===== src/rtl/tcfp_pkg.sv =====
// tcfp_pkg: constants, status codes and the parser-to-fold record for the
// TCP checksum frame patcher. No dependencies.
package tcfp_pkg;

   localparam int unsigned MAX_FRAME_BYTES = 16384;
   localparam int unsigned POS_W = $clog2(MAX_FRAME_BYTES + 1);
   localparam int unsigned TL_W = 18;
   localparam int unsigned SUM_W = 32;
   localparam int unsigned ADDR_W = 18;
   localparam int unsigned OFFS_W = 7;

   localparam logic [15:0] ETHERTYPE_IPV4 = 16'h0800;
   localparam logic [7:0] PROTO_TCP = 8'd6;

   localparam logic [2:0] STATUS_OK = 3'd0;
   localparam logic [2:0] STATUS_SHORT_ETH = 3'd1;
   localparam logic [2:0] STATUS_NOT_IPV4 = 3'd2;
   localparam logic [2:0] STATUS_SHORT_IP = 3'd3;
   localparam logic [2:0] STATUS_NOT_TCP = 3'd4;
   localparam logic [2:0] STATUS_SHORT_IHL = 3'd5;
   localparam logic [2:0] STATUS_SHORT_TCP = 3'd6;
   localparam logic [2:0] STATUS_BAD_LEN = 3'd7;

   typedef struct packed {
      logic [2:0] status;
      logic [SUM_W-1:0] payload_sum;
      logic [ADDR_W-1:0] addr_sum;
      logic [15:0] tcp_len;
      logic [OFFS_W-1:0] check_offset;
   } snap_type;

endpackage


===== src/rtl/tcp_checksum_frame_patcher_core.sv =====
// TCP checksum frame patcher, top level: parser stage and fold stage.
// Depends on tcfp_pkg, tcfp_parser and tcfp_fold.
//
// Takes an Ethernet frame one byte per beat and, for each frame-end beat, returns
// one result beat: a status, the TCP checksum over the IPv4 pseudo header and
// segment (check field as zero), and the frame offset of the checksum high byte.
// Checksum and offset are zero unless status is ok. Throughput is one byte per
// cycle while a stalled result side does not hold a frame-end beat; the result
// passes through the input register, then the header/sum register, then the fold
// and result register. Bytes past 16384 are dropped and the frame is judged at that length.
// VLAN tags are not recognized.
module tcp_checksum_frame_patcher_core import tcfp_pkg::*; (
   input  logic clock,
   input  logic reset,
   input  logic req_valid,
   output logic req_ready,
   input  logic [7:0] req_frame_byte,
   input  logic req_end_of_frame,
   output logic rsp_valid,
   input  logic rsp_ready,
   output logic [2:0] rsp_status,
   output logic [15:0] rsp_checksum,
   output logic [6:0] rsp_check_offset
);

   logic snap_valid;
   logic snap_ready;
   snap_type snap;

   tcfp_parser u_parser (
      .clock(clock),
      .reset(reset),
      .req_valid(req_valid),
      .req_ready(req_ready),
      .req_frame_byte(req_frame_byte),
      .req_end_of_frame(req_end_of_frame),
      .snap_valid(snap_valid),
      .snap_ready(snap_ready),
      .snap(snap)
   );

   tcfp_fold u_fold (
      .clock(clock),
      .reset(reset),
      .snap_valid(snap_valid),
      .snap_ready(snap_ready),
      .snap(snap),
      .rsp_valid(rsp_valid),
      .rsp_ready(rsp_ready),
      .rsp_status(rsp_status),
      .rsp_checksum(rsp_checksum),
      .rsp_check_offset(rsp_check_offset)
   );

`ifndef SYNTHESIS
   a_fail_zero: assert property (@(posedge clock) disable iff (reset)
      rsp_valid && rsp_status != STATUS_OK |-> rsp_checksum == 16'h0000
         && rsp_check_offset == 7'd0)
      else $error("failed frame carries nonzero checksum or offset");

   a_ok_offset: assert property (@(posedge clock) disable iff (reset)
      rsp_valid && rsp_status == STATUS_OK |-> rsp_check_offset >= 7'd30
         && rsp_check_offset[1:0] == 2'b10)
      else $error("check offset outside the TCP header");

   a_rsp_source: assert property (@(posedge clock) disable iff (reset)
      $rose(rsp_valid) |-> $past(snap_valid))
      else $error("result beat without a parsed frame end");
`endif

endmodule


===== src/rtl/tcfp_parser.sv =====
// tcfp_parser: input beat register, per-byte header capture and running sum,
// frame-end status check. Depends on tcfp_pkg.
module tcfp_parser import tcfp_pkg::*; (
   input  logic clock,
   input  logic reset,
   input  logic req_valid,
   output logic req_ready,
   input  logic [7:0] req_frame_byte,
   input  logic req_end_of_frame,
   output logic snap_valid,
   input  logic snap_ready,
   output snap_type snap
);

   logic in_valid_ff, in_valid_in;
   logic [7:0] in_byte_ff;
   logic in_eof_ff;

   logic [POS_W-1:0] pos_ff, pos_in;
   logic [15:0] ether_ff, ether_in;
   logic [3:0] hw_ff, hw_in;
   logic [15:0] tot_ff, tot_in;
   logic [7:0] proto_ff, proto_in;
   logic [ADDR_W-1:0] addr_ff, addr_in;
   logic [SUM_W-1:0] psum_ff, psum_in;
   logic [15:0] first_ff, first_in;

   logic snap_valid_ff, snap_valid_in;
   snap_type snap_ff, snap_in;

   logic consume, take;
   logic [7:0] b;
   logic [3:0] hw_eff;
   logic [6:0] start_t;
   logic [POS_W-1:0] k;
   logic signed [TL_W-1:0] tl_t;
   logic [7:0] b_eff;
   logic [15:0] add_a, add_b;

   logic [POS_W-1:0] len;
   logic [6:0] start_f;
   logic [POS_W-1:0] rem;
   logic signed [TL_W-1:0] tl_f;
   logic [2:0] status_f;

   assign consume = in_valid_ff && (!in_eof_ff || !snap_valid_ff || snap_ready);
   assign req_ready = !in_valid_ff || consume;
   assign in_valid_in = req_valid ? 1'b1 : (in_valid_ff && !consume);
   assign b = in_byte_ff;
   assign take = pos_ff < POS_W'(MAX_FRAME_BYTES);
   assign hw_eff = (pos_ff == POS_W'(14)) ? b[3:0] : hw_ff;
   assign start_t = 7'd14 + {1'b0, hw_ff, 2'b00};
   assign k = pos_ff - POS_W'(start_t);
   assign tl_t = $signed({2'b00, tot_ff}) - $signed(TL_W'({hw_ff, 2'b00}));
   assign b_eff = (k == POS_W'(16) || k == POS_W'(17)) ? 8'h00 : b;

   // header capture and running TCP byte sum
   always_comb begin
      pos_in = pos_ff;
      ether_in = ether_ff;
      hw_in = hw_ff;
      tot_in = tot_ff;
      proto_in = proto_ff;
      addr_in = addr_ff;
      psum_in = psum_ff;
      first_in = first_ff;
      add_a = 16'h0000;
      add_b = 16'h0000;
      if (take) begin
         pos_in = pos_ff + POS_W'(1);
         if (pos_ff == POS_W'(12)) ether_in = {b, 8'h00};
         if (pos_ff == POS_W'(13)) ether_in = {ether_ff[15:8], b};
         if (pos_ff == POS_W'(14)) begin
            hw_in = b[3:0];
            first_in = {b, 8'h00};
         end
         if (pos_ff == POS_W'(15)) first_in = {first_ff[15:8], b};
         if (pos_ff == POS_W'(16)) tot_in = {b, 8'h00};
         if (pos_ff == POS_W'(17)) tot_in = {tot_ff[15:8], b};
         if (pos_ff == POS_W'(23)) proto_in = b;
         if (pos_ff >= POS_W'(26) && pos_ff <= POS_W'(33)) begin
            addr_in = addr_ff + (pos_ff[0] ? ADDR_W'(b) : ADDR_W'({b, 8'h00}));
         end
         // IHL zero: the segment overlaps the first IP words, counted at offset 17
         if (pos_ff >= POS_W'(14) && pos_ff <= POS_W'(17) && hw_eff == 4'd0) begin
            if (pos_ff == POS_W'(17)) begin
               if (tot_in >= 16'd2) add_a = first_ff;
               else if (tot_in == 16'd1) add_a = {first_ff[15:8], 8'h00};
               if (tot_in >= 16'd4) add_b = tot_in;
               else if (tot_in == 16'd3) add_b = {tot_in[15:8], 8'h00};
               psum_in = psum_ff + SUM_W'(add_a) + SUM_W'(add_b);
            end
         end else if (pos_ff >= POS_W'(18) && pos_ff >= POS_W'(start_t)) begin
            if ($signed(TL_W'(k)) < tl_t) begin
               psum_in = psum_ff + (pos_ff[0] ? SUM_W'(b_eff) : SUM_W'({b_eff, 8'h00}));
            end
         end
      end
   end

   assign len = pos_in;
   assign start_f = 7'd14 + {1'b0, hw_in, 2'b00};
   assign rem = len - POS_W'(start_f);
   assign tl_f = $signed({2'b00, tot_in}) - $signed(TL_W'({hw_in, 2'b00}));

   always_comb begin
      if (len < POS_W'(14)) status_f = STATUS_SHORT_ETH;
      else if (ether_in != ETHERTYPE_IPV4) status_f = STATUS_NOT_IPV4;
      else if (len < POS_W'(34)) status_f = STATUS_SHORT_IP;
      else if (proto_in != PROTO_TCP) status_f = STATUS_NOT_TCP;
      else if (len < POS_W'(start_f)) status_f = STATUS_SHORT_IHL;
      else if (rem < POS_W'(20)) status_f = STATUS_SHORT_TCP;
      else if (tl_f < 0 || tl_f > $signed(TL_W'(rem))) status_f = STATUS_BAD_LEN;
      else status_f = STATUS_OK;
   end

   always_comb begin
      snap_in.status = status_f;
      snap_in.payload_sum = psum_in;
      snap_in.addr_sum = addr_in;
      snap_in.tcp_len = tl_f[15:0];
      snap_in.check_offset = start_f + 7'd16;
   end

   assign snap_valid_in = (consume && in_eof_ff) ? 1'b1 : (snap_valid_ff && !snap_ready);

   always_ff @(posedge clock) begin
      if (reset) begin
         in_valid_ff <= 1'b0;
         snap_valid_ff <= 1'b0;
      end else begin
         in_valid_ff <= in_valid_in;
         snap_valid_ff <= snap_valid_in;
      end
      if (req_ready) begin
         in_byte_ff <= req_frame_byte;
         in_eof_ff <= req_end_of_frame;
      end
      if (consume && in_eof_ff) snap_ff <= snap_in;
   end

   // frame state clears after every frame-end beat
   always_ff @(posedge clock) begin
      if (reset || (consume && in_eof_ff)) begin
         pos_ff <= '0;
         ether_ff <= '0;
         hw_ff <= '0;
         tot_ff <= '0;
         proto_ff <= '0;
         addr_ff <= '0;
         psum_ff <= '0;
         first_ff <= '0;
      end else if (consume) begin
         pos_ff <= pos_in;
         ether_ff <= ether_in;
         hw_ff <= hw_in;
         tot_ff <= tot_in;
         proto_ff <= proto_in;
         addr_ff <= addr_in;
         psum_ff <= psum_in;
         first_ff <= first_in;
      end
   end

   assign snap_valid = snap_valid_ff;
   assign snap = snap_ff;

endmodule


===== src/rtl/tcfp_fold.sv =====
// tcfp_fold: adds the pseudo header, folds the carries, inverts, and holds the
// result beat. Depends on tcfp_pkg.
module tcfp_fold import tcfp_pkg::*; (
   input  logic clock,
   input  logic reset,
   input  logic snap_valid,
   output logic snap_ready,
   input  snap_type snap,
   output logic rsp_valid,
   input  logic rsp_ready,
   output logic [2:0] rsp_status,
   output logic [15:0] rsp_checksum,
   output logic [6:0] rsp_check_offset
);

   logic rsp_valid_ff, rsp_valid_in;
   logic [2:0] status_ff;
   logic [15:0] csum_ff, csum_in;
   logic [6:0] offs_ff, offs_in;

   logic [SUM_W-1:0] s;
   logic [16:0] f1;
   logic [15:0] f2;
   logic ok;

   assign ok = snap.status == STATUS_OK;
   assign s = snap.payload_sum + SUM_W'(snap.addr_sum) + SUM_W'(PROTO_TCP)
            + SUM_W'(snap.tcp_len);
   assign f1 = 17'(s[15:0]) + 17'(s[31:16]);
   assign f2 = f1[15:0] + 16'(f1[16]);
   assign csum_in = ok ? ~f2 : 16'h0000;
   assign offs_in = ok ? snap.check_offset : 7'd0;

   assign snap_ready = !rsp_valid_ff || rsp_ready;
   assign rsp_valid_in = snap_valid ? 1'b1 : (rsp_valid_ff && !rsp_ready);

   always_ff @(posedge clock) begin
      if (reset) begin
         rsp_valid_ff <= 1'b0;
      end else begin
         rsp_valid_ff <= rsp_valid_in;
      end
      if (snap_valid && snap_ready) begin
         status_ff <= snap.status;
         csum_ff <= csum_in;
         offs_ff <= offs_in;
      end
   end

   assign rsp_valid = rsp_valid_ff;
   assign rsp_status = status_ff;
   assign rsp_checksum = csum_ff;
   assign rsp_check_offset = offs_ff;

endmodule


===== config.mk =====
export PLATFORM = sky130hd
export DESIGN_NAME = tcp_checksum_frame_patcher_core
export DESIGN_NICKNAME = d
export VERILOG_FILES = /design/src/rtl/tcfp_pkg.sv /design/src/rtl/tcp_checksum_frame_patcher_core.sv /design/src/rtl/tcfp_parser.sv /design/src/rtl/tcfp_fold.sv
export SDC_FILE = /design/constraint.sdc
export NUM_CORES = 1
export LEC_CHECK = 0
export ABC_AREA = 1
export BUFFER_PORTS_ARGS = -buffer_cell sky130_fd_sc_hd__buf_2
export CORE_AREA = 5 5 198 200
export CTS_CLUSTER_DIAMETER = 100
export DETAILED_ROUTE_END_ITERATION = 8
export DIE_AREA = 0 0 203 205
export MAX_ROUTING_LAYER = met4
export PLACE_DENSITY = 0.84
export SLEW_MARGIN = 20
export SYNTH_ARGS = -nofsm -noshare
export SYNTH_HDL_FRONTEND = slang
export SYNTH_HIERARCHICAL = 1
export SYNTH_SLANG_ARGS = --single-unit

===== constraint.sdc =====
create_clock -name clock -period 4.85 [get_ports clock]
set_input_delay 0.7275 -clock clock [delete_from_list [all_inputs] [get_ports clock]]
set_output_delay 0.7275 -clock clock [all_outputs]
set_load 0.01 [all_outputs]

### Word level (Yosys, flattened, before mapping)

Cells that the tools add are included.

* register bits: 239
* bits of input ports: 13
* output and inout port bits: 28

* add/subtract/negate cells: 17
* $lt $le $gt $ge: 16
* eq/ne operators: 13
* muxes and demuxes: 43
* bitwise operators: 2
* reduce and logical (&&, ||, !) cells: 30

Operator list (number)
* $mux 16: 19
* $mux 32: 5
* $add 32x16->32: 3
* $eq 15x5->1 const B: 5
* $eq 15x4->1 const B: 4
* $mux 8: 5
* $mux 18: 2
* $sub 16x6->17: 2
* $add 32x18->32: 1
* $add 32x3->32 const B: 1
* $add 32x32->32: 1
* $ge 15x5->1 const B: 2
* $sub 15x7->15: 2
* $add 18x18->18: 1
* $lt 16x18->1: 1
* $add 16x16->17: 1
* $gt 17x16->1: 1
* $lt 17x1->1 const B: 1
* $add 16x1->16: 1
* $eq 16x1->1 const B: 1
* $eq 16x2->1 const B: 1
* $ge 16x2->1 const B: 1
* $ge 16x3->1 const B: 1
* $ne 16x12->1 const B: 1
* 29 further kinds: 58

### Logic depth before layout (Yosys ltp)

* depth after elaboration: 15
* depth in mapped cells: 41
* gate-level depth less buffers: 40

### Modules after synthesis

The synthesis kept the hierarchy.

Modules (own cells, without submodules)
* tcfp_parser: instances 1, cells an instance 2175, area each 15567.4 sq um, sequential area each 5034.8 sq um
* tcfp_fold: instances 1, cells an instance 684, area each 4556.9 sq um, sequential area each 800.8 sq um

### Least setup slack after synthesis

Ideal clock, no wire load.

* path kind: register to register
* start point: register u_parser.hw_ff[0]
* end point: register u_parser.snap_ff (netlist bit u_parser/snap[67]) (data pin)
* setup time: 253 ps
* data arrival time: 4693 ps
* path slack: -97 ps
* cell stages (with the launch flop): 31
* path through: dfxtp_1 inv_1 ha_1 ha_1 a21oi_1 nand2_1 nand2_1 nand2_1 a21oi_1 o21ai_1 nor3_1 xor2_1 nor4_2 clkbuf_1 nor2_1 ha_1 nand2_1 a21oi_1 nand2_1 nand2_1 nand3_1 nand2_1 a31oi_1 nor3_1 nand3_1 nand2_1 nand3_1 nor2_1 nand2_1 nand2_1 nand2_1

* cells in the longest elaborated chain, start to end: 11
* elaborated cells between the ends (all ways): 19

Ends and longest elaborated chain
* from (decl): RTL line tcfp_parser.sv:21 `logic [3:0] hw_ff, hw_in;`
* from (signal assigned): RTL line tcfp_parser.sv:156 `hw_ff <= hw_in;`
* $add 4x6->7: RTL line tcfp_parser.sv:52 `assign start_t = 7'd14 + {1'b0, hw_ff, 2'b00};`
* $sub 15x7->15: RTL line tcfp_parser.sv:53 `assign k = pos_ff - POS_W'(start_t);`
* $eq 15x5->1: RTL line tcfp_parser.sv:55 `assign b_eff = (k == POS_W'(16) || k == POS_W'(17)) ? 8'h00 : b;`
* $logic_or 1x1->1: RTL line tcfp_parser.sv:55
* $mux 8: RTL line tcfp_parser.sv:55
* $mux 16: RTL line tcfp_parser.sv:95 `psum_in = psum_ff + (pos_ff[0] ? SUM_W'(b_eff) : SUM_W'({b_eff, 8'h00}));`
* $add 32x32->32: RTL line tcfp_parser.sv:95
* $mux 32: RTL line tcfp_parser.sv:94 `if ($signed(TL_W'(k)) < tl_t) begin`
* $mux 32: RTL line tcfp_parser.sv:93 `end else if (pos_ff >= POS_W'(18) && pos_ff >= POS_W'(start_t)) begin`
* $mux 32 (*): RTL line tcfp_parser.sv:85 `if (pos_ff >= POS_W'(14) && pos_ff <= POS_W'(17) && hw_eff == 4'd0) begin`
* $mux 32 (*): RTL line tcfp_parser.sv:69 `if (take) begin`
* named net u_parser.psum_in[26]: RTL line tcfp_parser.sv:25 `logic [SUM_W-1:0] psum_ff, psum_in;`
* to (signal assigned): RTL line tcfp_parser.sv:139 `if (consume && in_eof_ff) snap_ff <= snap_in;`
* to (decl): RTL line tcfp_parser.sv:29 `snap_type snap_ff, snap_in;`

The timed path passes the listed nets; every way through them passes the cells marked *.
A chain may end at the register's enable or synchronous reset.

### Worst setup path in the final report

* start point: register u_parser.snap_ff (netlist bit u_parser/snap[23])
* end point: register u_fold.csum_ff[12] (netlist: u_fold/rsp_checksum[12]) (data pin)

* cells in the longest elaborated chain, start to end: 6

Ends and longest elaborated chain
* $add 32x18->32: RTL line tcfp_fold.sv:27 `assign s = snap.payload_sum + SUM_W'(snap.addr_sum) + SUM_W'(PROTO_TCP)`
* $add 32x3->32: RTL line tcfp_fold.sv:27
* $add 32x16->32: RTL line tcfp_fold.sv:28 `+ SUM_W'(snap.tcp_len);`
* $add 16x16->17: RTL line tcfp_fold.sv:29 `assign f1 = 17'(s[15:0]) + 17'(s[31:16]);`
* $add 16x1->16: RTL line tcfp_fold.sv:30 `assign f2 = f1[15:0] + 16'(f1[16]);`
* $not 16->16: RTL line tcfp_fold.sv:31 `assign csum_in = ok ? ~f2 : 16'h0000;`
* to (signal assigned): RTL line tcfp_fold.sv:45 `csum_ff <= csum_in;`
* to (decl): RTL line tcfp_fold.sv:18 `logic [15:0] csum_ff, csum_in;`

Every way passes these cells.

==> metrics.yaml <==
placed_design:
  placer_congestion: 1.00
  detailed_place_hpwl_um: 50600
  placement.io_buffers: 40
yosys:
  synthesis.yosys.warnings: 6
  postSynth.asyncResetShare_pct: 0
  synth_simple_gate_area_share_pct: 25.6
  synthesis.area_sq_mm: 0.0201
  synth_top_family_by_area: "simple AND/OR/NAND/NOR gates"
  syn_nets: 3070
  synth_compound_gate_area_share_pct: 15.0
  ys_seq_elements: 237
  syn_avg_cell_area_sq_um: 7.04
  synthMuxAreaShare_pct: 0.0497
  adder_and_majority_gate_portion_of_the_synthesized_area_pct: 13.8
  synthDistinctLibCells: 64
  cells_after_synthesis: 2859
  yosysSeqAreaShare_pct: 29.0
  ys_dominant_reg_cell: "dfxtp_1"
  synth-edff-count: 109
  synth_xor_xnor_area_share_pct: 4.70
drt:
  wirelength_per_cell_um: 19.2
  via_count: 21900
  ant_nets_after_route: 0
  routed_via_density: 5.76
  drc_violation_count_after_routing: 0
  drt_wl_total_um: 72900
  detailedRoute.firstPassIterationCount: 7
  drt_first_iter_violations: 2167
power_and_ir_drop:
  pwr-share-clk_pct: 22.3
  worst_ir_drop_vdd_uv: 330
  power.share.combinational_pct: 54.3
  power.static_leakage_nw: 13.5
  power_density_mw_per_mm2: 360
  pwr-share-seq_pct: 23.4
  internal_power_mw: 5.74
  totalPowerFinal_mw: 9.88
  netSwitchingPower_mw: 4.14
  p_sw_share_pct: 41.9
setup_path:
  worst_ep_arrival_time_ns: 5.66
  critical_path.max_stage_delay_ns: 0.43
  cpMaxStageDelayCell: "fa_2"
  critical_path.max_fanout: 5
  critPathKind: "reg -> reg"
  cp-start-kind: "flop"
  worst_setup_path_end_kind: "flop"
  cp_data_required_time_ns: 5.28
clocking:
  cts_sinks: 237
  clkTransAtPathRegs_ns: 0.06
  clock-root-buffer: "clkbuf_16"
  clock_insertion_delay_worst_skew_ns: 0.58
  tritoncts: "built"
  cts-buffers-inserted: 28
  htree_num_levels: 1
  ctsLongestPathBuffers: 3
global_routing:
  global_route.usage.total_pct: 33.1
  grt_pass1_vias: 20700
  grt_overflow_total: 0
  grt_start_max_net_pins: 82
  grt_first_pass_wirelength_um: 108000
  initial_antenna_violation_count: 1
sta:
  setup_viol: 60
  final-max-slew-violation-count: 0
  worst-slew-pin-transition_ns: 1.10
  max_freq_mhz: 191
  slew-limit-headroom_pct: 25.7
  hold_viol: 0
  finalClockSkew_ns: 0.0153
  final.hold.worst_slack_ns: 0.327
  min_period_over_period_pct: 108
  finalCriticalPeriod_ns: 5.22
  grt_setup_unrepaired: "yes"
  setup_ws_ns: -0.374
flow_run:
  cap_viol_max_count: 0
finish:
  finalNetCount: 3519
  layout-area-overhead-vs-synth_pct: 36.4
  drive_above_1_share_pct: 31.1
die:
  dieArea_sq_mm: 0.0416
  design.core.area_sq_mm: 0.0372
  pin_count: 41
  die_y_um: 205
  rows: 71
  initial_core_util_pct: 54.1
  die_width_um: 203
status:
  failed_checks: "setup timing"
  outcome: "finished with violations"
hold_path:
  class_of_the_tightest_hold_or_removal_check: "in -> reg"
cells by family after synthesis:
logic type | Yosys count
and+or+nand+nor | 1147
buffers and inverters | 615
AOI/OAI and AO/OA | 551
DFF | 237
adders and majority gates | 198
xor gates and xnor gates | 108
other | 2
muxes | 1
critical path: cells and delay by family (launching register included):
family | cells | cell delay (ns)
AO/OA/AOI/OAI | 4 | 0.49
XOR/XNOR | 1 | 0.27
adder cells (fa/ha/maj) | 8 | 2.20
buffers and inverters | 7 | 0.47
flip-flops | 1 | 0.40
AND/OR/NAND/NOR | 13 | 1.24
registers in the layout, indices dropped and copies added, names as in the netlist, 8 cells and up:
register	flops
u_parser/addr_ff	18
u_parser/b	8
u_parser/tot_ff	16
u_parser/ether_ff	16
u_parser/snap	74
u_parser/first_ff	16
u_fold/rsp_checksum	16
u_parser/proto_ff	8
u_parser/pos_ff	15
u_parser/psum_ff	32
worst paths after layout:
kind / from / end / slack [ns] / cells past startpoint
max: u_parser/snap[23]$_DFFE_PP_ / u_fold/rsp_checksum[12]$_SDFFCE_PP0P_ / -0.37 / 33
max reg2reg: u_parser/snap[23]$_DFFE_PP_ / u_fold/rsp_checksum[12]$_SDFFCE_PP0P_ / -0.37 / 33
min reg2reg: u_parser/snap[73]$_SDFFCE_PP1P_ / u_fold/rsp_status[0]$_DFFE_PP_ / 0.45 / 0
min: req_frame_byte[7] / u_parser/b[7]$_DFFE_PN_ / 0.33 / 1
cells in the mapped netlist (30+ instances only):
master / count / area [sq um]
edfxtp_1: 109 / 3270
nand2_2: 30 / 188
nor3_1: 43 / 215
nand4_1: 48 / 300
nand3_1: 135 / 676
a21oi_1: 215 / 1080
xor2_1: 80 / 701
o21ai_0: 218 / 1090
fa_1: 40 / 801
nor2_1: 226 / 848
inv_1: 524 / 1970
clkbuf_1: 43 / 161
dfxtp_1: 128 / 2560
ha_1: 158 / 1980
nand2_1: 578 / 2170
cell type report:
class,instances,area [sq um]
multi-input cells,2007,14200
fillers,2579,9770
flip-flops and latches,237,5850
clock inverters,10,126
well taps,474,593
repair buffers,488,3790
inverters,546,2070
clock buffers,41,831
diodes,2,5.00
metrics by stage:
step | TNS [ns] | util [%] | cells | setup WS, ns | instance area (sq um)
after floorplan | 0 | - | 2859 | 0.00785 | 20200
after global placement | -13.35 | 62.5 | 3645 | -0.613 | 23300
after detailed placement | -21.93 | 62.5 | 3645 | -0.712 | 23300
after CTS | -4.96 | 68.6 | 3747 | -0.325 | 25500
after global routing | -25.42 | 73.8 | 3804 | -0.550 | 27500
final | -12.37 | 73.8 | 3805 | -0.374 | 27500
cells in the final DEF, fill, tap and decap left out, types with 29 or more instances in the layout:
cell,netlist,layout
fa_1,40,34
xor2_1,80,62
ha_4,0,49
dfxtp_1,128,116
nand2_1,578,508
buf_4,4,405
a21oi_1,215,159
o21ai_1,17,36
nor2_4,8,29
nor3_1,43,38
buf_2,11,40
a21oi_2,1,44
inv_2,16,46
nor2_1,226,194
ha_1,158,103
nand2_2,30,88
nand3_1,135,108
o21ai_0,218,161
buf_6,5,36
nand4_1,48,48
nand3_2,10,29
o21ai_2,5,36
clkbuf_16,0,29
edfxtp_1,109,109
inv_1,524,490
routing by layer:
| metal | vias to the layer above | routed length [um] | global-route usage [%] |
|---|---|---|---|
| li1 | 10200 | - | - |
| met1 | 10200 | 27300 | 40.0 |
| met2 | 1253 | 33800 | 55.3 |
| met3 | 331 | 7100 | 5.84 |
| met4 | 0 | 4680 | 13.6 |
| met5 | - | 0 | - |
what timing repair did:
action                                  CTS  global route
setup buffers                            51            62
hold buffers                              0             0
cloned                                    1             0
resized for setup                       225           336
pin swaps                               102           175
endpoints found under the setup margin   68            76
power groups by stage:
stage | Combinational [mW] | Sequential [mW] | Clock, mW
after detailed placement | 4.27 | 2.35 | 0
after floorplan | 2.65 | 2.33 | 0
after CTS | 4.64 | 2.31 | 2.22
final | 5.36 | 2.32 | 2.20
after global placement | 4.16 | 2.35 | 0
after global routing | 5.81 | 2.32 | 2.31
Note: power is estimated with default switching activity, not from simulation.
